## config.mk

```make
export PLATFORM = sky130hd
export DESIGN_NAME = pctk_merge
export DESIGN_NICKNAME = d
export VERILOG_FILES = /design/src/design/per_column_top_k_neighbor_tracker_defines.svh /design/src/design/pctk_pkg.sv /design/src/design/pctk_merge.sv
export SDC_FILE = /design/constraint.sdc
export NUM_CORES = 1
export LEC_CHECK = 0
export BUFFER_PORTS_ARGS = -buffer_cell sky130_fd_sc_hd__buf_2
export CAP_MARGIN = 25
export CORE_AREA = 2 2 335 337
export DETAILED_ROUTE_END_ITERATION = 6
export DIE_AREA = 0 0 337 339
export GPL_TIMING_DRIVEN = 0
export PLACE_DENSITY = 0.3
export SLEW_MARGIN = 20
export SYNTH_ARGS = -nofsm -noshare
export SYNTH_HDL_FRONTEND = slang
export SYNTH_SLANG_ARGS = --single-unit
```

## constraint.sdc

```tcl
create_clock -name vclk -period 1.4
set_input_delay 0.14 -clock vclk [all_inputs]
set_output_delay 0.14 -clock vclk [all_outputs]
set_load 0.05 [all_outputs]
```

## src/design/per_column_top_k_neighbor_tracker_defines.svh

```systemverilog
`ifndef PER_COLUMN_TOP_K_NEIGHBOR_TRACKER_DEFINES_SVH
`define PER_COLUMN_TOP_K_NEIGHBOR_TRACKER_DEFINES_SVH

// Same-cycle implication, sampled on clk_i, off while rst_ni is low.
`define PCTK_ASSERT(lbl, prop, msg) \
  lbl: assert property (@(posedge clk_i) disable iff (!rst_ni) prop) \
    else $error(msg);

// Next-cycle implication, sampled on clk_i, off while rst_ni is low.
`define PCTK_ASSERT_NEXT(lbl, ante, cons, msg) \
  lbl: assert property (@(posedge clk_i) disable iff (!rst_ni) (ante) |=> (cons)) \
    else $error(msg);

`endif

```

## src/design/pctk_pkg.sv

```systemverilog
`timescale 1ns / 1ps
package pctk_pkg;

  localparam int unsigned DEF_MAX_SLOTS   = 8;
  localparam int unsigned DEF_MAX_COLUMNS = 16;

  localparam int unsigned REQ_W   = 2;
  localparam int unsigned ID_W    = 16;
  localparam int unsigned SIM_W   = 32;
  localparam int unsigned MASK_W  = 16;
  localparam int unsigned RCOL_W  = 4;
  localparam int unsigned RSLOT_W = 3;

  localparam int unsigned ID_LSB    = 0;
  localparam int unsigned SIM_LSB   = ID_LSB + ID_W;
  localparam int unsigned MASK_LSB  = SIM_LSB + SIM_W;
  localparam int unsigned RCOL_LSB  = MASK_LSB + MASK_W;
  localparam int unsigned RSLOT_LSB = RCOL_LSB + RCOL_W;
  localparam int unsigned IN_DATA_W = 72;

  localparam int unsigned RES_W      = 1 + MASK_W + ID_W + SIM_W;
  localparam int unsigned OUT_DATA_W = 72;

  localparam int unsigned KREG_W     = 4;
  localparam int unsigned CREG_W     = 5;
  localparam int unsigned CFG_DATA_W = 5;
  localparam int unsigned CFG_IDX_W  = 1;

  localparam logic [CFG_IDX_W-1:0] REG_NEIGHBORS = 1'b0;
  localparam logic [CFG_IDX_W-1:0] REG_COLUMNS   = 1'b1;

  localparam logic [KREG_W-1:0] K_RESET = 4'd8;
  localparam logic [CREG_W-1:0] C_RESET = 5'd16;

  localparam logic [SIM_W-1:0] SIM_EMPTY = 32'h8000_0000;

  typedef enum logic [REQ_W-1:0] {
    REQ_ADD   = 2'd0,
    REQ_CLEAR = 2'd1,
    REQ_READ  = 2'd2
  } req_e;

  typedef struct packed {
    logic clear;    // empty all slots, reset min index
    logic use_min;  // address the RAM with the lane's own min slot
    logic look;     // compare candidate against the fetched min slot
    logic dv;       // rescan data returns this cycle
    logic last;     // returning data is the last slot of the rescan
  } lane_ctl_t;

  typedef struct packed {
    logic signed [SIM_W-1:0] slot_sim;
    logic [ID_W-1:0]         slot_id;
    logic [MASK_W-1:0]       updated_mask;
    logic                    accepted;
  } res_t;

endpackage

```

## src/design/pctk_merge.sv

```systemverilog
`timescale 1ns / 1ps
module pctk_merge #(
  parameter int unsigned MAX_SLOTS   = pctk_pkg::DEF_MAX_SLOTS,
  parameter int unsigned MAX_COLUMNS = pctk_pkg::DEF_MAX_COLUMNS,
  localparam int unsigned KW  = $clog2(MAX_SLOTS + 1),
  localparam int unsigned CLW = (MAX_COLUMNS > 1) ? $clog2(MAX_COLUMNS) : 1
) (
  input  logic [pctk_pkg::REQ_W-1:0]        req_i,
  input  logic [MAX_COLUMNS-1:0]            take_i,
  input  logic [pctk_pkg::ID_W-1:0]         lane_id_i [MAX_COLUMNS],
  input  logic signed [pctk_pkg::SIM_W-1:0] lane_sim_i [MAX_COLUMNS],
  input  logic [pctk_pkg::RCOL_W-1:0]       rd_col_i,
  input  logic [pctk_pkg::RSLOT_W-1:0]      rd_slot_i,
  input  logic [KW-1:0]                     k_i,
  input  logic [pctk_pkg::CREG_W-1:0]       cols_i,
  output pctk_pkg::res_t                    res_o
);

  import pctk_pkg::*;

  logic [MASK_W-1:0]       upd;
  logic [CLW+RCOL_W-1:0]   col_ext;
  logic [CLW-1:0]          col_sel;
  logic                    in_range;

  for (genvar c = 0; c < MASK_W; c++) begin : g_upd
    if (c < MAX_COLUMNS) begin : g_lane
      assign upd[c] = take_i[c];
    end else begin : g_none
      assign upd[c] = 1'b0;
    end
  end

  assign col_ext  = {CLW'(0), rd_col_i};
  assign col_sel  = col_ext[CLW-1:0];
  assign in_range = (8'(rd_col_i) < 8'(cols_i)) && (8'(rd_col_i) < 8'(MAX_COLUMNS))
                    && (8'(rd_slot_i) < 8'(k_i));

  always_comb begin
    res_o              = '0;
    res_o.slot_sim     = SIM_EMPTY;
    case (req_i)
      REQ_ADD: begin
        res_o.accepted     = |upd;
        res_o.updated_mask = upd;
      end
      REQ_READ: begin
        if (in_range) begin
          res_o.slot_id  = lane_id_i[col_sel];
          res_o.slot_sim = lane_sim_i[col_sel];
        end
      end
      default: begin
      end
    endcase
  end

endmodule

```

### Yosys cells after proc, flatten, opt, wreduce, memory -nomap -nowiden

Cells that the tools add are included.

* magnitude comparators: 3
* eq/ne operators: 1
* muxes and demuxes: 9
* bitwise operators: 1
* reduce and logical (&&, ||, !) cells: 3

Operators by type and width (number)
* binary-select mux 32 bit (select 4 bit): 1
* 2-to-1 mux 48 bit: 2
* binary-select mux 16 bit (select 4 bit): 1
* 2-to-1 mux 32 bit: 2
* 2-to-1 mux 16 bit: 2
* 2-to-1 mux 17 bit: 1
* OR reduction 16 bit: 1
* >= comparator 5 bit (second input constant): 1
* < comparator 4 x 5 -> 1 bit: 1
* inverter 4 -> 5 bit: 1
* < comparator 3 x 4 -> 1 bit: 1
* equality test 2 bit (second input constant): 1
* logical NOT 2 bit: 1
* logical AND 1 bit: 1

* register bits: 0
* input port bits: 802
* output and inout bits: 65
* word-level logic and storage cells: 17

### Longest topological paths before layout

* word-level depth: 6
* depth in mapped cells: 8
* mapped depth without buffers: 6

### Least setup slack after synthesis

Ideal clock, no wire load.

* kind: input port to output port
* start point: input port cols_i[1] (netlist name)
* end point: output port res_o[24] (netlist name)
* data arrival time: 1.868 ns
* path slack: -0.608 ns
* stages on the path: 7
* cell sequence: inv_1 ha_1 a21o_1 a211oi_1 o31ai_1 clkbuf_1 a21oi_1

RTL lines
* from (decl): RTL line pctk_merge.sv:15 `input logic [pctk_pkg::CREG_W-1:0] cols_i,`
* to (decl): RTL line pctk_merge.sv:16 `output pctk_pkg::res_t res_o`

==> impl_metrics.json <==
{
  "status": "finished with violations",
  "violations": "negative setup slack",
  "via_per_inst": 3.39,
  "peakVddDrop_mv": 0.0908,
  "min_path_type": "input port to output pin",
  "cp.required_ps": 1260,
  "met3_usage": 0.0375,
  "routed_wl_um": 85300,
  "drtAntennaViolNets": 0,
  "syn_area_per_cell_sq_um": 13.5,
  "crit_path_top_delay_cell": "mux4_2",
  "grt_pass1_vias": 10700,
  "worstMarginPinSlew_ps": 619,
  "period_share": 1.45,
  "busiest_layer": "met2",
  "critPathKind": "input port to output pin",
  "die_w_um": 337,
  "synth_area_sq_um": 6080,
  "fmax_ghz": 0.493,
  "place_hpwl_um": 76900,
  "grt_use_total": 0.140,
  "use_met1": 0.168,
  "post-route-util": 0.132,
  "seq_cell_count": 0,
  "fin_setup_tns_ps": -25710,
  "worstPathMaxFanout": 9,
  "seqCellArea_sq_um": 0,
  "cp_common_cell": "buf_16",
  "synthDistinctLibCells": 22,
  "maxSlewViolCount": 0,
  "drt-initial-drc-count": 478,
  "place_congestion": 0.906,
  "end_kind": "output pin",
  "setup_viol": 48,
  "syn-instance-count": 452,
  "grt_pass1_wl_um": 106000,
  "grt_overflow": 0,
  "hold_buffers": 0,
  "synth_seq_area_share": 0,
  "die_y_um": 339,
  "area_growth_pct": 140,
  "io_pins": 867,
  "slowest_delay_ps": 550,
  "p_leak_nw": 5.97,
  "maxCapViolCount": 0,
  "period_needed_ps": 2030,
  "worst_setup_path_start_kind": "input port",
  "grt_max_degree": 11,
  "ys_warn_count": 0,
  "synth_nets": 1259,
  "hold_viol": 0,
  "powerDensity_nw_per_um2": 354,
  "nNetsFinal": 2157,
  "port_buffers": 866,
  "dr_total_vias": 9645,
  "cp_data_arrival_time_ps": 1890,
  "relSlewSlack": 0.587,
  "grt_use_met2": 0.258,
  "fin_ws_ps": -630,
  "antenna_found_initial": 76,
  "cp_cell_sequence": "buf_16, buf_16, buf_12, mux4_2, a22oi_2, a21oi_4, buf_6",
  "row_count": 122,
  "holdWs_ps": 707,
  "drc": 0,
  "n_clock_buffer": 0,
  "drt-pass1-iter-count": 5,
  "coreArea_sq_um": 110000,
  "drive_gt1_frac": 0.964,
  "start_util": 0.0551,
  "wl_per_cell_um": 30.0,
  "die-area_sq_um": 114000,
  "rsz0062_at_grt": "yes"
}
[final cells by class]
cell class | instances | area, sq um
inverter | 7 | 41.3
fill | 12700 | 95700
buffer | 69 | 905
tap | 1488 | 1860
timing repair buffer | 896 | 5220
antenna | 9 | 22.5
multi-input combinational | 376 | 6580
[metal layers]
layer  vias to the layer above  routed length, um
met1                      4857              33200
met4                        54               1460
li1                       3944                  -
met5                         -                331
met2                       648              43000
met3                       142               7230
[kinds of logic after synthesis]
group | Yosys count | share of synthesized area
compound gates | 149 | 0.178
fa+ha+maj | 5 | 0.0103
buf+inv | 76 | 0.0718
mux | 192 | 0.711
simple gates | 30 | 0.0294
[cells in the final DEF (no fill, tap or decap), types with 3 or more instances in the layout]
master	netlist	routed
diode_2	0	9
buf_2	4	814
nor4_1	4	4
inv_1	7	5
a21oi_4	0	43
mux4_2	192	192
buf_8	0	25
buf_4	7	28
and2_1	17	17
clkbuf_2	0	9
buf_6	16	37
buf_16	0	12
buf_12	0	23
a22oi_2	0	84
clkbuf_8	0	5
a21oi_2	20	4
clkbuf_16	0	3
clkbuf_4	0	8
ha_1	5	3
a22oi_1	96	12
[timing repair]
| item | CTS | global route |
|---|---|---|
| gates cloned | 5 | 2 |
| endpoints found under the setup margin | 58 | 49 |
| pin swaps | 33 | 15 |
| setup buffers | 16 | 5 |
| gates resized for setup | 274 | 53 |
[critical path: cells and delay by family]
family          cells  cell delay, ps
buf+inv             4             620
mux                 1             550
compound gates      2             550
[final timing paths]
kind,startpoint,end,cells past startpoint
min,take_i[7],res_o[8],3
max,rd_col_i[0],res_o[26],7
[metrics by stage]
stage / instance area (sq um) / setup WS [ps] / instances / power [mW]
after floorplan: 6850 / -315 / 452 / 2.32
after global placement: 13000 / -2370 / 2806 / 4.61
after detailed placement: 13100 / -1840 / 2809 / 4.66
after CTS: 14300 / -656 / 2830 / 5.14
after global routing: 14600 / -660 / 2838 / 5.43
final: 14600 / -630 / 2845 / 5.18
[where the power goes]
part / total, mW / leakage, nW / internal (mW) / switching, mW
Sequential: 0 / 0 / 0 / 0
Combinational: 5.18 / 5.97 / 2.54 / 2.64
Clock: 0.000000867 / 0.0000570 / 0.000000867 / 0
[Yosys cell counts (2+ instances only)]
library cell | n | area [sq um]
a21oi_2 | 20 | 175
inv_1 | 7 | 26.3
buf_4 | 7 | 52.6
nor4_1 | 4 | 25.0
mux4_2 | 192 | 4320
and2_1 | 17 | 106
clkbuf_1 | 27 | 101
buf_6 | 16 | 180
nor2_1 | 4 | 15.0
a211oi_1 | 2 | 15.0
a22oi_1 | 96 | 721
buf_2 | 4 | 20.0
nand2b_1 | 2 | 12.5
a21oi_1 | 27 | 135
nor2b_1 | 2 | 12.5
ha_1 | 5 | 62.6
buf_1 | 15 | 56.3
Note: power is estimated with default switching activity, not from simulation.
