`src/design/per_column_top_k_neighbor_tracker_defines.svh`:
```
`ifndef PER_COLUMN_TOP_K_NEIGHBOR_TRACKER_DEFINES_SVH
`define PER_COLUMN_TOP_K_NEIGHBOR_TRACKER_DEFINES_SVH

// Same-cycle implication, sampled on clk_i, off while rst_ni is low.
`define PCTK_ASSERT(lbl, prop, msg) \
  lbl: assert property (@(posedge clk_i) disable iff (!rst_ni) prop) \
    else $error(msg);

// Next-cycle implication, sampled on clk_i, off while rst_ni is low.
`define PCTK_ASSERT_NEXT(lbl, ante, cons, msg) \
  lbl: assert property (@(posedge clk_i) disable iff (!rst_ni) (ante) |=> (cons)) \
    else $error(msg);

`endif

```
`src/design/pctk_pkg.sv`:
```
`timescale 1ns / 1ps
package pctk_pkg;

  localparam int unsigned DEF_MAX_SLOTS   = 8;
  localparam int unsigned DEF_MAX_COLUMNS = 16;

  localparam int unsigned REQ_W   = 2;
  localparam int unsigned ID_W    = 16;
  localparam int unsigned SIM_W   = 32;
  localparam int unsigned MASK_W  = 16;
  localparam int unsigned RCOL_W  = 4;
  localparam int unsigned RSLOT_W = 3;

  localparam int unsigned ID_LSB    = 0;
  localparam int unsigned SIM_LSB   = ID_LSB + ID_W;
  localparam int unsigned MASK_LSB  = SIM_LSB + SIM_W;
  localparam int unsigned RCOL_LSB  = MASK_LSB + MASK_W;
  localparam int unsigned RSLOT_LSB = RCOL_LSB + RCOL_W;
  localparam int unsigned IN_DATA_W = 72;

  localparam int unsigned RES_W      = 1 + MASK_W + ID_W + SIM_W;
  localparam int unsigned OUT_DATA_W = 72;

  localparam int unsigned KREG_W     = 4;
  localparam int unsigned CREG_W     = 5;
  localparam int unsigned CFG_DATA_W = 5;
  localparam int unsigned CFG_IDX_W  = 1;

  localparam logic [CFG_IDX_W-1:0] REG_NEIGHBORS = 1'b0;
  localparam logic [CFG_IDX_W-1:0] REG_COLUMNS   = 1'b1;

  localparam logic [KREG_W-1:0] K_RESET = 4'd8;
  localparam logic [CREG_W-1:0] C_RESET = 5'd16;

  localparam logic [SIM_W-1:0] SIM_EMPTY = 32'h8000_0000;

  typedef enum logic [REQ_W-1:0] {
    REQ_ADD   = 2'd0,
    REQ_CLEAR = 2'd1,
    REQ_READ  = 2'd2
  } req_e;

  typedef struct packed {
    logic clear;    // empty all slots, reset min index
    logic use_min;  // address the RAM with the lane's own min slot
    logic look;     // compare candidate against the fetched min slot
    logic dv;       // rescan data returns this cycle
    logic last;     // returning data is the last slot of the rescan
  } lane_ctl_t;

  typedef struct packed {
    logic signed [SIM_W-1:0] slot_sim;
    logic [ID_W-1:0]         slot_id;
    logic [MASK_W-1:0]       updated_mask;
    logic                    accepted;
  } res_t;

endpackage

```
`src/design/pctk_ram.sv`:
```
`timescale 1ns / 1ps
module pctk_ram #(
  parameter int unsigned WIDTH = 48,
  parameter int unsigned DEPTH = 8,
  localparam int unsigned AW = (DEPTH > 1) ? $clog2(DEPTH) : 1
) (
  input  logic             clk_i,
  input  logic             we_i,
  input  logic [AW-1:0]    waddr_i,
  input  logic [WIDTH-1:0] wdata_i,
  input  logic [AW-1:0]    raddr_i,
  output logic [WIDTH-1:0] rdata_o
);

  logic [WIDTH-1:0] mem_q [DEPTH];
  logic [WIDTH-1:0] rdata_q;

  always_ff @(posedge clk_i) begin
    if (we_i) begin
      mem_q[waddr_i] <= wdata_i;
    end
    rdata_q <= mem_q[raddr_i];
  end

  assign rdata_o = rdata_q;

endmodule

```
`src/design/pctk_lane.sv`:
```
`timescale 1ns / 1ps
`include "per_column_top_k_neighbor_tracker_defines.svh"
module pctk_lane #(
  parameter int unsigned MAX_SLOTS = pctk_pkg::DEF_MAX_SLOTS,
  localparam int unsigned SW = (MAX_SLOTS > 1) ? $clog2(MAX_SLOTS) : 1,
  localparam int unsigned KW = $clog2(MAX_SLOTS + 1)
) (
  input  logic                           clk_i,
  input  logic                           rst_ni,
  input  pctk_pkg::lane_ctl_t            ctl_i,
  input  logic                           en_i,
  input  logic [KW-1:0]                  k_i,
  input  logic [SW-1:0]                  addr_i,
  input  logic [pctk_pkg::ID_W-1:0]      cand_id_i,
  input  logic signed [pctk_pkg::SIM_W-1:0] cand_sim_i,
  output logic                           take_o,
  output logic [pctk_pkg::ID_W-1:0]      rd_id_o,
  output logic signed [pctk_pkg::SIM_W-1:0] rd_sim_o
);

  import pctk_pkg::*;

  logic [SW-1:0]              min_idx_q;
  logic [MAX_SLOTS-1:0]       vld_q;
  logic                       take_q;
  logic [SW-1:0]              min_eff;
  logic [SW-1:0]              raddr;
  logic [SW-1:0]              rd_addr_q;
  logic [ID_W+SIM_W-1:0]      wdata;
  logic [ID_W+SIM_W-1:0]      rdata;
  logic signed [SIM_W-1:0]    ram_sim;
  logic signed [SIM_W-1:0]    slot_sim;
  logic signed [SIM_W-1:0]    run_sim_q;
  logic [SW-1:0]              run_idx_q;
  logic                       first;
  logic                       better;
  logic [SW-1:0]              next_idx;

  // A min index left beyond K by a lowered K falls back to slot 0.
  assign min_eff = (KW'(min_idx_q) >= k_i) ? '0 : min_idx_q;
  assign raddr   = ctl_i.use_min ? min_eff : addr_i;
  assign wdata   = {cand_id_i, cand_sim_i};

  pctk_ram #(
    .WIDTH(ID_W + SIM_W),
    .DEPTH(MAX_SLOTS)
  ) u_slots (
    .clk_i  (clk_i),
    .we_i   (take_o),
    .waddr_i(rd_addr_q),
    .wdata_i(wdata),
    .raddr_i(raddr),
    .rdata_o(rdata)
  );

  assign ram_sim  = rdata[SIM_W-1:0];
  assign slot_sim = vld_q[rd_addr_q] ? ram_sim : SIM_EMPTY;
  assign rd_sim_o = slot_sim;
  assign rd_id_o  = rdata[ID_W+SIM_W-1:SIM_W];

  assign take_o = ctl_i.look && en_i && (cand_sim_i > slot_sim);

  // Rescan: earliest slot wins ties, so replace only on a strictly lower value.
  assign first    = (rd_addr_q == '0);
  assign better   = run_sim_q > slot_sim;
  assign next_idx = (first || better) ? rd_addr_q : run_idx_q;

  always_ff @(posedge clk_i) begin
    rd_addr_q <= raddr;
    if (ctl_i.dv) begin
      run_sim_q <= (first || better) ? slot_sim : run_sim_q;
      run_idx_q <= next_idx;
    end
  end

  always_ff @(posedge clk_i or negedge rst_ni) begin
    if (!rst_ni) begin
      min_idx_q <= '0;
      vld_q     <= '0;
      take_q    <= 1'b0;
    end else begin
      if (ctl_i.clear) begin
        vld_q     <= '0;
        min_idx_q <= '0;
      end
      if (ctl_i.look) begin
        take_q <= take_o;
        if (take_o) begin
          vld_q[rd_addr_q] <= 1'b1;
        end
      end
      if (ctl_i.dv && ctl_i.last && take_q) begin
        min_idx_q <= next_idx;
      end
    end
  end

  `PCTK_ASSERT_NEXT(a_min_in_range, ctl_i.dv && ctl_i.last && take_q, KW'(min_idx_q) < k_i, "min slot index beyond K after rescan")

endmodule

```
`config.mk`:
```
export PLATFORM = sky130hd
export DESIGN_NAME = pctk_lane
export DESIGN_NICKNAME = d
export VERILOG_FILES = /design/src/design/pctk_pkg.sv /design/src/design/pctk_ram.sv /design/src/design/pctk_lane.sv
export VERILOG_INCLUDE_DIRS = /design/src /design/src/design
export SDC_FILE = /design/constraint.sdc
export NUM_CORES = 1
export LEC_CHECK = 0
export BUFFER_PORTS_ARGS = -buffer_cell sky130_fd_sc_hd__buf_2
export CAP_MARGIN = 25
export CORE_AREA = 4 4 184 186
export DETAILED_ROUTE_END_ITERATION = 8
export DIE_AREA = 0 0 188 190
export PLACE_DENSITY = 0.78
export SETUP_SLACK_MARGIN = 0.1
export SKIP_CTS_REPAIR_TIMING = 1
export SKIP_LAST_GASP = 1
export SYNTH_ARGS = -nofsm -noshare
export SYNTH_HDL_FRONTEND = slang
export SYNTH_HIERARCHICAL = 1
export SYNTH_SLANG_ARGS = --single-unit
```
`constraint.sdc`:
```
create_clock -name clk_i -period 8.25 [get_ports clk_i]
set_clock_uncertainty 0.05 [all_clocks]
set_input_delay 0.4125 -clock clk_i [delete_from_list [all_inputs] [get_ports clk_i]]
set_output_delay 0.4125 -clock clk_i [all_outputs]
set_load 0.01 [all_outputs]
```
# Word-level counts from Yosys, hierarchy flattened
# Memory sizes are Yosys's and may differ from the RTL's. A register that Yosys moved wholly into a read port is not among the register bits.
# Cells that the tools add are included.
# classes
add_sub_neg,0
div_mod_pow,0
bitwise,1
n_mul,0
order_cmp,5
shifts,0
n_eq_ne,0
muxes,15
reduce_logical,9
# ops
op,count
32-bit > comparator,2
32-bit two-way mux,1
8-bit two-way mux,3
3-bit two-way mux,5
8-bit OR,1
1-bit logical AND,5
3-bit by 4-bit greater-or-equal comparator with 1-bit output,1
3-bit by 4-bit < comparator with 1-bit output (second input constant),1
1-bit two-way mux,4
1-bit binary-select mux with 3-bit select,1
1-bit demux with 3-bit select,1
3-bit by 1-bit greater-or-equal comparator with 1-bit output (second input constant),1
3-bit logical NOT,1
2-bit AND reduction,1
2-bit nonzero test,1
1-bit logical OR,1
# totals
in_bits,63
memories,1
mem_bits_rw,384
latchBits,0
word_cells,37
rom_bits,0
regBits,50
# mem_list
name,words,word_bits,rd,rd_ports_with_merged_regs,wr,line,rtl
u_slots.mem_q,8,48,1,1,1,pctk_ram.sv:15,logic [WIDTH-1:0] mem_q [DEPTH];

# Depth between registers and ports, before layout
# Gate-level depths: netlist of the first run.
# depth
ltp_word,7
depth_mapped,15

# By module
# The synthesis of the first run kept the hierarchy.
# by_module_without_submodules
mod,cells_each,seq_area_each_um2,instances,area_each_um2
pctk_ram,616,12492.0,1,15620.0
pctk_lane,366,1411.4,1,3599.7

# Worst setup path after synthesis of the first run
# OpenSTA, ideal clock, no wires.
# synth_timing
path_type,reg-to-reg
from,register rd_addr_q[0]
to,memory u_slots.mem_q[0][0] (enable)
slack_ns,1.372
stages_incl_launch_ff,15
t_arrival_ns,6.315
path_buffers,1
path_cell_list,dfxtp_1 mux4_2 o21ai_1 clkbuf_1 nand2_1 ha_1 a21o_1 a21o_1 a21oi_1 or3_1 o2111ai_1 a21oi_1 inv_1 nand2b_1 nor3_1
# synth_between
elab_chain_cells,7
# synth_rtl
item,line,rtl
from (decl),pctk_lane.sv:28,logic [SW-1:0] rd_addr_q;
from (signal assigned),pctk_lane.sv:69,rd_addr_q <= raddr;
1-bit binary-select mux with 3-bit select,pctk_lane.sv:57,assign slot_sim = vld_q[rd_addr_q] ? ram_sim : SIM_EMPTY;
1-bit two-way mux (not written as such),pctk_lane.sv:57,
32-bit two-way mux,pctk_lane.sv:57,
32-bit > comparator,pctk_lane.sv:61,assign take_o = ctl_i.look && en_i && (cand_sim_i > slot_sim);
1-bit logical AND,pctk_lane.sv:61,
via take_o,pctk_lane.sv:16,"output logic take_o,"
1-bit two-way mux,pctk_ram.sv:19,if (we_i) begin
1-bit two-way mux (not written as such),pctk_ram.sv:20,mem_q[waddr_i] <= wdata_i;
to (decl),pctk_ram.sv:15,
# The timed path passes the listed nets, and every way through them passes these cells. The select of a mux whose other input is x is not followed.

# Worst setup path in the final report of the first run
# layout_timing
from,register rd_addr_q[0]
to,memory u_slots.mem_q[7][34] (enable)
# layout_between
elab_chain_cells,7
# layout_rtl
item,line
1-bit binary-select mux with 3-bit select,pctk_lane.sv:57
1-bit two-way mux (not written as such),pctk_lane.sv:57
32-bit two-way mux,pctk_lane.sv:57
32-bit > comparator,pctk_lane.sv:61
1-bit logical AND,pctk_lane.sv:61
1-bit two-way mux,pctk_ram.sv:19
1-bit two-way mux (not written as such),pctk_ram.sv:20
# Several ways; a longest one is shown, not always the timed one. The select of a mux whose other input is x is not followed.

==> run summary, run 1 <==
The flow ran to the end, and the final reports show no timing, DRC or antenna violations. For this block, the routed nets add up to 38,000 um of wire. The number of hold violations in the final report came to 0. Clock tree synthesis inserted a total of 47 buffers. The number of nets in the finished design is 1,254.

The clock period minus final worst setup slack came out at 5990 ps. The clock network latency to the later pin of the worst-skew pair came out at 540 ps. The number of cells produced by synthesis came out at 982. The number of max-cap violations came out at 0. The average wire per standard cell is 23.6 um. The number of rows created at floorplan came out at 66. The post-route clock period utilization is 72.6%. The critical path in this run is classified as reg -> reg.

The final design area excluding fillers came out at 0.0220 sq mm. The clock-pin slew reported for the worst setup and hold paths after clock tree synthesis is 60 ps. The register bit count reported by yosys is 482.

The count of pins on the block boundary came out at 112. The overflow left after global routing came out at 0. The biggest area contributor in the post-synthesis netlist is sky130_fd_sc_hd__edfxtp_1. The peak clock frequency supported by timing is 0.167 GHz. The remaining number of nets flagged by the antenna check after routing is 0. The core area is 0.0323 sq mm.

The count of final setup violators came out at 0. Averaged over all synthesized cells, the footprint is 19.6 sq um. The sequential-to-total area share from yosys stat is 72.3%. The number of buffers added on ports came out at 111.

The post-synth design cell area is 0.0192 sq mm. The post-detailed-route via-to-cell ratio came out at 5.96. Of all nets on the critical path, the largest fanout is 29. The via count of the first global-routing pass came out at 10,100.

The root buffer cell chosen for the clock tree is sky130_fd_sc_hd__clkbuf_16. The final-layout worst hold slack is 85.0 ps. The full die area is 0.0357 sq mm. The die span in y is 190 um. CTS saw 482 sinks.

The data required time of the critical path came out at 8390 ps. The path category of the worst min-delay check is in -> reg. The async set or reset register ratio after synthesis came out at 2.49%. STA classifies the critical path endpoint as a register. The detailed-routing iteration count for the pre-antenna-repair pass came out at 5. The initial antenna violation count came to 4. The worst-case IR drop observed on VDD is 203 uV. In the synthesized netlist the dominant register cell turns out to be sky130_fd_sc_hd__edfxtp_1. The overall track demand over capacity in global routing is 21.8%.

The max-slew violation total from the final report is 0. Sorting the synthesized cells by area gives the leading types as sky130_fd_sc_hd__edfxtp_1 65%, sky130_fd_sc_hd__mux4_2 11%, sky130_fd_sc_hd__dfxtp_1 5.3%, sky130_fd_sc_hd__ha_1 4.4%, sky130_fd_sc_hd__mux2_4 3.4%. The measured slew at the worst slew-check pin is 895 ps. The CTS tree is yes. Setup repair after global routing left no endpoint under its margin. The tightest slew margin relative to the limit is 39.7%. The accumulated negative setup slack is 0 ps. The effective utilization at floorplan came out at 59.5%. At the end of routability-driven placement, the weighted congestion stood at 0.843. The fraction of final layout cells with drive strength greater than 1 came out at 31.4%.

The leakage component of the power came out at 0.00787 uW. The die boundary width came out at 188 um. The top-area cell type share of the netlist area is 65.5%. The first global-routing pass estimated 59,600 um of wire.

The most common cell in the synthesized netlist is sky130_fd_sc_hd__edfxtp_1. After legalization and detailed placement, the total HPWL measured 22,600 um. The number of different library cells used by synthesis comes to 47. The number of antenna cells inserted came out at 0. The DRC violation count after routing is 0. The area added between synthesis and finish is 14.2%. For this block, the initial DRC count from the detailed router was 742. The number of H-tree branching levels is 2. The number of flops mapped to enable cells by yosys came out at 419. Ranked by instance count, the synthesized netlist is headed by 419 x sky130_fd_sc_hd__edfxtp_1, 95 x sky130_fd_sc_hd__mux4_2, 67 x sky130_fd_sc_hd__ha_1, 54 x sky130_fd_sc_hd__nand2_1, 53 x sky130_fd_sc_hd__inv_1.

The instance area at placement is 0.0203 sq mm. The worst endpoint data arrival time came out at 6120 ps. The power per unit of standard cell area came out at 249 mW/mm^2. The synthesized net count is 1,112. STA classifies the critical path startpoint as a register. Across all layers, the routed design uses 9,558 vias.

The maximum number of pins on one net before global-route repair is 98. For this run, the number of Yosys warnings is 6. The maximum clock insertion buffer count came out at 3.
cell usage in the layout (no fill, tap or decap), types with 3 or more instances in the layout:
| master | Yosys | final |
|---|---|---|
| sky130_fd_sc_hd__edfxtp_1 | 419 | 419 |
| sky130_fd_sc_hd__buf_2 | 12 | 111 |
| sky130_fd_sc_hd__mux4_2 | 95 | 95 |
| sky130_fd_sc_hd__ha_1 | 67 | 67 |
| sky130_fd_sc_hd__nand2_1 | 54 | 54 |
| sky130_fd_sc_hd__inv_1 | 53 | 53 |
| sky130_fd_sc_hd__dfxtp_1 | 51 | 51 |
| sky130_fd_sc_hd__clkbuf_16 | 0 | 48 |
| sky130_fd_sc_hd__mux2_4 | 43 | 43 |
| sky130_fd_sc_hd__a21oi_1 | 23 | 23 |
| sky130_fd_sc_hd__buf_4 | 0 | 14 |
| sky130_fd_sc_hd__a21o_1 | 13 | 13 |
| sky130_fd_sc_hd__dfrtp_1 | 12 | 12 |
| sky130_fd_sc_hd__nand4_1 | 11 | 11 |
| sky130_fd_sc_hd__clkbuf_1 | 16 | 10 |
| sky130_fd_sc_hd__clkinv_2 | 0 | 10 |
| sky130_fd_sc_hd__o21ai_0 | 8 | 8 |
| sky130_fd_sc_hd__nor2_1 | 14 | 8 |
| sky130_fd_sc_hd__mux2_2 | 8 | 8 |
| sky130_fd_sc_hd__o22ai_1 | 10 | 7 |
| sky130_fd_sc_hd__o211ai_1 | 7 | 7 |
| sky130_fd_sc_hd__nand2b_1 | 6 | 6 |
| sky130_fd_sc_hd__nor2_4 | 0 | 6 |
| sky130_fd_sc_hd__or3_1 | 5 | 5 |
| sky130_fd_sc_hd__bufinv_16 | 0 | 5 |
| sky130_fd_sc_hd__and2_1 | 4 | 4 |
| sky130_fd_sc_hd__o21a_1 | 4 | 4 |
| sky130_fd_sc_hd__nor3_1 | 6 | 4 |
| sky130_fd_sc_hd__nand3_1 | 4 | 4 |
| sky130_fd_sc_hd__inv_6 | 0 | 4 |
| sky130_fd_sc_hd__clkbuf_8 | 0 | 4 |
| sky130_fd_sc_hd__clkinv_1 | 0 | 4 |
| sky130_fd_sc_hd__and4_1 | 3 | 3 |
| sky130_fd_sc_hd__o22ai_4 | 0 | 3 |
| sky130_fd_sc_hd__mux4_1 | 3 | 3 |
routing by layer:
metal / part of all wire (%) / GRT usage, %
met3: 5.3 / 3.34
met4: 2.6 / 6.07
met2: 50 / 35.9
met5: 0.13 / 0
met1: 42 / 31.0
kinds of logic (layout without fill, tap and decap cells):
kind of cell	after synthesis	after routing	share of synthesized area, %
adder cells (fa/ha/maj)	67	67	4.36
buffers and inverters	89	270	2.32
multiplexers	149	149	15.4
flip-flops	482	482	72.3
AO/OA/AOI/OAI	78	78	2.67
AND/OR/NAND/NOR	117	117	2.94
power breakdown:
group          total, uW  internal, uW  switching (uW)
combinational        522           238             284
sequential          2790          2750            34.4
clock               2150          1270             884
total               5460          4260            1200
flip-flops by register name, indices dropped and copies added (netlist names):
signal,count
run_idx_q,3
u_slots/mem_q,384
u_slots/rdata_o,48
min_idx_q,3
rd_addr_q,3
vld_q,8
run_sim_q,32
take_q,1
critical path, cell delays in order, from the launching register on:
cell and delay [ps]:
sky130_fd_sc_hd__dfxtp_1 680, sky130_fd_sc_hd__mux4_2 580, sky130_fd_sc_hd__o21ai_2 670, sky130_fd_sc_hd__buf_4 360
sky130_fd_sc_hd__nand2_1 150, sky130_fd_sc_hd__ha_1 310, sky130_fd_sc_hd__nand4_1 110, sky130_fd_sc_hd__nor2_1 240
sky130_fd_sc_hd__nand2_1 100, sky130_fd_sc_hd__a2bb2oi_1 150, sky130_fd_sc_hd__a211oi_1 270, sky130_fd_sc_hd__a21oi_1 240
sky130_fd_sc_hd__inv_1 190, sky130_fd_sc_hd__nand2_1 220, sky130_fd_sc_hd__nor2_4 710, sky130_fd_sc_hd__buf_4 560
path summary, 6_finish.rpt:
kind,depth (start not counted),start,slack [ps],endpoint
max,15,rd_addr_q[0]$_DFF_P_,2260,u_slots/mem_q[7][34]$_DFFE_PP_
min,1,cand_id_i[3],80,u_slots/mem_q[3][35]$_DFFE_PP_
max reg2reg,15,rd_addr_q[0]$_DFF_P_,2260,u_slots/mem_q[7][34]$_DFFE_PP_
min reg2reg,2,take_q$_DFFE_PN0P_,490,take_q$_DFFE_PN0P_
max in group asynchronous,2,rst_ni,7690,vld_q[2]$_DFF_PN0_
min in group asynchronous,2,rst_ni,240,vld_q[1]$_DFF_PN0_
cell type report:
type,instances,area [sq um]
Multi-Input combinational cell,411,4980
Fill cell,2041,10300
Inverter,53,199
Tap cell,442,553
Sequential cell,482,13900
Timing Repair Buffer,129,738
Clock buffer,62,1290
Clock inverter,26,283
stage by stage:
| stage | util (%) | setup slack (ps) | power (uW) | instances |
|---|---|---|---|---|
| after global routing | 68.0 | 1910 | 5680 | 1605 |
| after detailed placement | 63.0 | 2340 | 3360 | 1515 |
| after CTS | 67.9 | 2270 | 5510 | 1603 |
| after floorplan | - | 1370 | 3190 | 982 |
| final | 68.0 | 2260 | 5460 | 1605 |
| after global placement | 62.9 | 2570 | 3340 | 1514 |
Power figures use the tool's default switching activity.
==> run 2, diff against run 1 <==
==> constraint.sdc (replaced) <==
create_clock -name clk_i -period 5.67 [get_ports clk_i]
set_clock_uncertainty 0.05 [all_clocks]
set_input_delay 0.2835 -clock clk_i [delete_from_list [all_inputs] [get_ports clk_i]]
set_output_delay 0.2835 -clock clk_i [all_outputs]
set_load 0.01 [all_outputs]
==> run summary, run 2 (same netlist as run 1, synthesis figures left out) <==
The run finished, with violations left. The final reports fail on negative hold slack. The worst setup path is of the reg -> reg kind. The top fanout value on the critical path is 37.

The effective utilization at floorplan is 59.5%. The start of the worst register-to-register path is rd_addr_q[0]$_DFF_P_. The final-layout worst hold slack came out at -15.7 ps. Setup total negative slack on the finished layout was measured at 0 ps. Dividing the detail-routed wire length by the instance count gives 23.9 um.

The initial antenna violation count came to 1. The CTS tree is yes. The max-slew violation total from the final report came out at 0. The worst reg-to-reg setup slack is 760 ps.

The clock sink count came out at 482. The number of hold violations in the final report is 40. The detailed-routing iteration count for the pre-antenna-repair pass is 5. Cells fill 69.1% of the core in the end.

The worst setup path is launched from a register. The number of nets in the finished design is 1,283. The DRC violation count after routing is 0. The post-detailed-route via-to-cell ratio is 5.95. The number of flip-flops in the largest register came out at 384. The post-layout instance count excluding filler cells came out at 1,632. The overflow left after global routing is 0.

The die boundary width is 188 um. The endpoint identified for the worst register-to-register timing path is u_slots/mem_q[5][5]$_DFFE_PP_. Setup repair after global routing left no endpoint under its margin. Max-cap violations in this run came to 0.

The global-route wire length before repair is 60,200 um. The peak clock frequency supported by timing is 0.204 GHz. The leakage component of the power came out at 0.00802 uW. Following the worst setup path forward leads to its endpoint at u_slots/mem_q[5][5]$_DFFE_PP_.

The number of H-tree branching levels came out at 2. Clock tree synthesis inserted a total of 46 buffers. The placed instance count is 1,522. The via count of the first global-routing pass came to 10,100. The master cell of the clock root buffer is sky130_fd_sc_hd__clkbuf_16. The first routing iteration left 842 violations. The tightest slew margin relative to the limit came out at 36.8%. The number of antenna cells inserted came out at 0. The endpoint kind of the worst setup timing path is a register. More flip-flops sit in one register than any other, and that register is u_slots/mem_q. The maximum number of pins on one net before global-route repair is 98. The worst setup slack before clock tree synthesis is 855 ps. The worst setup slack after layout is 762 ps.

The half-perimeter wire length after detailed placement is 22,400 um. The post-detailed-routing wire length is 39,000 um. At the end of routability-driven placement, the weighted congestion stood at 0.832. The number of cells on the worst reg-to-reg path came out at 17. The remaining number of nets flagged by the antenna check after routing came out at 0. The clock-pin slew reported for the worst setup and hold paths after clock tree synthesis is 60 ps. The power per unit of standard cell area is 358 mW/mm^2.

The clock passes through at most 3 buffers. The clock period minus final worst setup slack came out at 4910 ps. The number of buffers added on ports came out at 111. The fraction of final layout cells with drive strength greater than 1 is 31.0%. The worst setup path startpoint is rd_addr_q[0]$_DFF_P_. The area added between synthesis and finish is 16.2%. The region available for standard cell placement spans 0.0323 sq mm. The measured slew at the worst slew-check pin came out at 938 ps. From bottom edge to top edge, the die measures 190 um. Data on the critical path arrives at its endpoint at 5080 ps.

The number of rows created at floorplan is 66. The hold-critical path depth came out at 1. The number of fill cells is 1,993. Leaving out fill and tap cells, the most frequent cell in the layout is sky130_fd_sc_hd__edfxtp_1. 112 I/O pins were placed. The post-route clock period utilization came out at 86.6%. The count of final setup violators is 0. The overall track demand over capacity in global routing is 22.1%. The full die area is 0.0357 sq mm. The maximum VDD drop came out at 329 uV. At the later pin of the worst-skew pair, clock insertion delay measures 550 ps. The routed layout has 9,704 vias.

The data required time of the critical path came out at 5840 ps. In the layout the commonest cells are 419 x sky130_fd_sc_hd__edfxtp_1, 111 x sky130_fd_sc_hd__buf_2, 95 x sky130_fd_sc_hd__mux4_2. In this run the worst hold path is classified as in -> reg.
run 2: changes by cell type in the layout (fill, tap and decap cells not counted), sizes merged:
cell,delta
clkinvlp,+1
buf,+8
dlygate4sd3,+22
inv,-4
clkinv,+3
clkbuf,-5
bufinv,+2
run 2: final cells by class:
cell class | instances | area (sq um) | share of cell area [%]
Multi-Input combinational cell | 411 | 4980 | 22.3
Inverter | 53 | 199 | 0.891
Sequential cell | 482 | 13900 | 62.3
Tap cell | 442 | 553 | 2.48
Timing Repair Buffer | 159 | 1100 | 4.93
Clock buffer | 57 | 1250 | 5.62
Clock inverter | 28 | 332 | 1.49
run 2: worst max-delay path, cell delays in order, from the launching register on:
cell                        delay, ps
sky130_fd_sc_hd__dfxtp_1          490
sky130_fd_sc_hd__buf_4            230
sky130_fd_sc_hd__mux4_2           500
sky130_fd_sc_hd__nand2_1          100
sky130_fd_sc_hd__o21ai_2           70
sky130_fd_sc_hd__buf_4            220
sky130_fd_sc_hd__nand2_1          130
sky130_fd_sc_hd__ha_1             170
sky130_fd_sc_hd__nand4_1          150
sky130_fd_sc_hd__nor3_1           390
sky130_fd_sc_hd__o21ai_0          230
sky130_fd_sc_hd__o2111ai_1        240
sky130_fd_sc_hd__a21oi_1          110
sky130_fd_sc_hd__buf_4            190
sky130_fd_sc_hd__inv_1            110
sky130_fd_sc_hd__nand2_1          240
sky130_fd_sc_hd__nor2_4           570
sky130_fd_sc_hd__buf_12           350
run 2: how the worst min path moves through the flow:
stage,start,slack (ps),endpoint
6_report,cand_sim_i[18],-20,u_slots/mem_q[0][18]$_DFFE_PP_
4_1_cts,rst_ni,-440,vld_q[4]$_DFF_PN0_
3_5_place_dp,rst_ni,140,vld_q[0]$_DFF_PN0_
3_3_place_gp,rst_ni,130,vld_q[0]$_DFF_PN0_
5_1_grt,cand_id_i[15],0.7,u_slots/mem_q[2][47]$_DFFE_PP_
2_1_floorplan,rst_ni,-60,min_idx_q[0]$_DFFE_PN0P_
run 2: metal layers:
layer | share of wire, % | track usage (%) | wire length, um | vias to the layer above
li1 | - | - | - | 4276
met1 | 42 | 32.2 | 16600 | 4998
met2 | 49 | 35.6 | 19000 | 360
met3 | 6.7 | 3.74 | 2610 | 68
met4 | 2.0 | 5.76 | 782 | 2
met5 | 0.033 | 0 | 13 | -
run 2: power breakdown:
part	switching, uW	leakage, uW	internal, uW
registers	46.3	0.00440	4010
clock network	1250	0.000773	1890
logic	430	0.00284	369
run 2: metrics by stage:
| step | area, sq um | hold slack (ps) | total power (uW) |
|---|---|---|---|
| after floorplan | 19200 | -62.1 | 4640 |
| after detailed placement | 20500 | 139 | 4900 |
| after global routing | 22300 | 0.662 | 8300 |
| after global placement | 20500 | 134 | 4880 |
| final | 22300 | -15.7 | 8000 |
| after CTS | 22000 | -443 | 8020 |
==> run 3, diff against run 2 <==
--- a/config.mk
+++ b/config.mk
@@ -6,11 +6,13 @@
 export SDC_FILE = /design/constraint.sdc
 export NUM_CORES = 1
 export LEC_CHECK = 0
+export ABC_AREA = 1
 export BUFFER_PORTS_ARGS = -buffer_cell sky130_fd_sc_hd__buf_2
 export CAP_MARGIN = 25
-export CORE_AREA = 4 4 184 186
+export CORE_AREA = 4 4 194 196
+export CTS_CLUSTER_SIZE = 30
 export DETAILED_ROUTE_END_ITERATION = 8
-export DIE_AREA = 0 0 188 190
+export DIE_AREA = 0 0 198 200
 export PLACE_DENSITY = 0.78
 export SETUP_SLACK_MARGIN = 0.1
 export SKIP_CTS_REPAIR_TIMING = 1
==> constraint.sdc (replaced) <==
create_clock -name clk_i -period 4.8 [get_ports clk_i]
set_clock_uncertainty 0.05 [all_clocks]
set_input_delay 0.24 -clock clk_i [delete_from_list [all_inputs] [get_ports clk_i]]
set_output_delay 0.24 -clock clk_i [all_outputs]
set_load 0.01 [all_outputs]
==> run summary, run 3 <==
The number of flip-flops in the largest register is 384. The register with the most flip-flops in the final layout is u_slots/mem_q. The library cells used most frequently in the layout, excluding fill and tap cells, are 753 x sky130_fd_sc_hd__nand2_1, 419 x sky130_fd_sc_hd__edfxtp_1, 415 x sky130_fd_sc_hd__inv_1. For this design the static power due to leakage is 0.0115 uW.

The post-detailed-routing wire length is 49,900 um. After synthesis, the cell types taking the most area are sky130_fd_sc_hd__edfxtp_1 59%, sky130_fd_sc_hd__nand2_1 13%, sky130_fd_sc_hd__inv_1 7.3%, sky130_fd_sc_hd__dfxtp_1 4.8%, sky130_fd_sc_hd__nand3_1 4.7%. The number of max-cap violations is 0.

TritonCTS built the clock tree. The path class of the tightest hold or removal check is in -> reg. The measured slew at the worst slew-check pin came out at 1150 ps. The worst setup path is captured at a register.

The max-slew violation total from the final report came out at 0. The maximum clock insertion buffer count is 3. The maximum VDD drop is 386 uV.

The remaining number of nets flagged by the antenna check after routing is 0. The die span in y came out at 200 um. By instance count, the cell type seen most on the critical path is sky130_fd_sc_hd__nand2_1.

The start-to-end type of the worst setup path is reg -> reg. The final-layout worst hold slack came out at 4.84 ps. The worst setup path is launched from a register.

The count of pins on the block boundary is 112. The first global-routing pass estimated 76,900 um of wire. The clock period minus final worst setup slack came out at 4280 ps. The clock sink count came out at 482.

The accumulated negative setup slack is 0 ps. The number of buffer and inverter instances along the worst setup path came out at 6. After floorplanning, the core was divided into 70 placement rows. The number of antenna cells inserted is 0. The worst path meets setup with 522 ps of slack. Before antenna repair, the detailed router went through 5 iterations. Global routing consumed, over all layers together, 24.8% of the routing resources. Entering global routing, the biggest net connects 194 pins. The run finished with clean final reports.

Setup violations remaining at the end of the flow were counted as 0. The overall power consumption came out at 9390 uW. The post-detailed-route via-to-cell ratio came out at 5.25. Walking the worst path, the cells encountered are inv_2 > nand2_1 > a21oi_1 > o21ai_1 > nand2_1 > buf_4 > inv_2 > nor2_1 > ha_1 > nand2_1 > nor2_1 > inv_2 > nor3_1 > nand2_1 > nand3_1 > nand3_1 > inv_1 > nand2_1 > nor2_4 > buf_4. The root buffer cell chosen for the clock tree is sky130_fd_sc_hd__clkbuf_16. After layout, the worst path uses 89.1% of the clock period. The power per unit of standard cell area is 382 mW/mm^2. The via count of the first global-routing pass came out at 14,400. The slowest stage of the critical path is the sky130_fd_sc_hd__dfxtp_1 cell. Clock-pin slew was measured on the worst setup and hold paths at 60 ps. The placed instance count is 2,695. The number of cells produced by synthesis came out at 2,165. The area added between synthesis and finish is 15.0%. In the synthesized netlist the async set-or-reset flop fraction comes to 2.49%. The number of buffers added on ports is 111. The congestion estimate from routability-driven global placement came to 0.904.

Sorting the synthesized cells by how often they occur yields 753 x sky130_fd_sc_hd__nand2_1, 419 x sky130_fd_sc_hd__edfxtp_1, 416 x sky130_fd_sc_hd__inv_1, 199 x sky130_fd_sc_hd__nand3_1, 67 x sky130_fd_sc_hd__ha_1. The most common cell in the synthesized netlist is sky130_fd_sc_hd__nand2_1. In this design, the largest share of critical-path delay is due to simple AND/OR/NAND/NOR gates. The synthesized net count came out at 2,295.

Measured against its own limit, the worst slew margin works out to 23.2%. Summing the sequential cell areas from Yosys gives 65.0% of the chip area. The leading cell type in the layout, fill and taps excluded is sky130_fd_sc_hd__nand2_1. The number of nets in the finished design is 2,457. The post-route netlist has 12.0% of its cells at a drive strength greater than 1. The worst setup slack before clock tree synthesis came out at 350 ps.

Among all flip-flop cells after synthesis, the most frequent one is sky130_fd_sc_hd__edfxtp_1. The floorplan step set the die width to 198 um. For this run, design rule violations remaining after detail routing come to 0. The full die area came out at 0.0396 sq mm.

The register bit count reported by yosys came out at 482. The overflow left after global routing is 0. The core area is 0.0361 sq mm. The worst endpoint data arrival time is 4420 ps. The number of flops mapped to enable cells by yosys came out at 419.

The number of H-tree branching levels is 2. The number of warnings printed during yosys synthesis came out at 6. Setup repair after global routing left no endpoint under its margin. The post-synth design cell area came out at 0.0214 sq mm. The top fanout value on the critical path came out at 32. The top-area cell type share of the netlist area is 58.8%. The effective utilization at floorplan is 59.3%. In this run, distinct cell masters in the synthesized netlist total 36. On the worst path, the slowest cell contributes a delay of 590 ps. The number of buffers added by the clock tree synthesis step came out at 48. The starting DRC count in detailed routing is 1,395. The count of vias placed by the detailed router came out at 14,900. Summed over all nets, the half-perimeter wirelength after detailed placement is 31,200 um. The data required time of the critical path is 4950 ps. The cell type with the highest aggregate area in the netlist is sky130_fd_sc_hd__edfxtp_1. The post-layout instance count excluding filler cells is 2,831. The initial antenna violation count came out at 0. The clock network latency to the later pin of the worst-skew pair is 560 ps.

After synthesis, the mean cell area works out to 9.88 sq um. The average wire per standard cell is 17.6 um. The number of hold violations in the final report came out at 0. The peak clock frequency supported by timing came out at 0.234 GHz.
run 3: per-layer routing:
layer | track usage, % | wire, um | vias to the layer above
met3 | 3.31 | 2980 | 100
met4 | 8.62 | 1380 | 0
met1 | 31.6 | 19400 | 7064
met2 | 44.1 | 26200 | 528
li1 | - | - | 7161
met5 | 0 | 0 | -
run 3: worst paths after layout:
| path | cells past startpoint | to | startpoint | slack, ps |
|---|---|---|---|---|
| hold / removal | 1 | u_slots/mem_q[1][27]$_DFFE_PP_ | cand_sim_i[27] | 5 |
| setup / recovery | 20 | u_slots/mem_q[6][32]$_DFFE_PP_ | rd_addr_q[0]$_DFF_P_ | 520 |
| max in group asynchronous | 2 | vld_q[4]$_DFF_PN0_ | rst_ni | 4420 |
| hold reg to reg | 2 | vld_q[5]$_DFF_PN0_ | vld_q[5]$_DFF_PN0_ | 440 |
| min in group asynchronous | 2 | min_idx_q[2]$_DFFE_PN0P_ | rst_ni | 50 |
| setup reg to reg | 20 | u_slots/mem_q[6][32]$_DFFE_PP_ | rd_addr_q[0]$_DFF_P_ | 520 |
run 3: power by group:
group          internal, uW  switching, uW
clock                  2160           1550
sequential             4700           50.9
combinational           300            623
run 3: layout make-up:
cell class,instances,area (sq um)
Clock inverter,23,262
Clock buffer,63,1290
Inverter,459,1730
Sequential cell,482,13900
Multi-Input combinational cell,1145,5500
Tap cell,468,586
Fill cell,2621,11500
Timing Repair Buffer,191,1340
run 3: kinds of logic after synthesis:
family / Yosys count / synth area share (%)
AOI/OAI and AO/OA: 58 / 1.54
DFF: 482 / 65.0
adders and majority gates: 67 / 3.92
buffers and inverters: 538 / 9.86
and+or+nand+nor: 1020 / 19.7
run 3: per-stage QoR:
| step | area [sq um] | util, % |
|---|---|---|
| after floorplan | 21400 | - |
| after global placement | 22500 | 62.4 |
| after detailed placement | 22500 | 62.5 |
| after CTS | 24100 | 66.8 |
| after global routing | 24600 | 68.2 |
| final | 24600 | 68.2 |
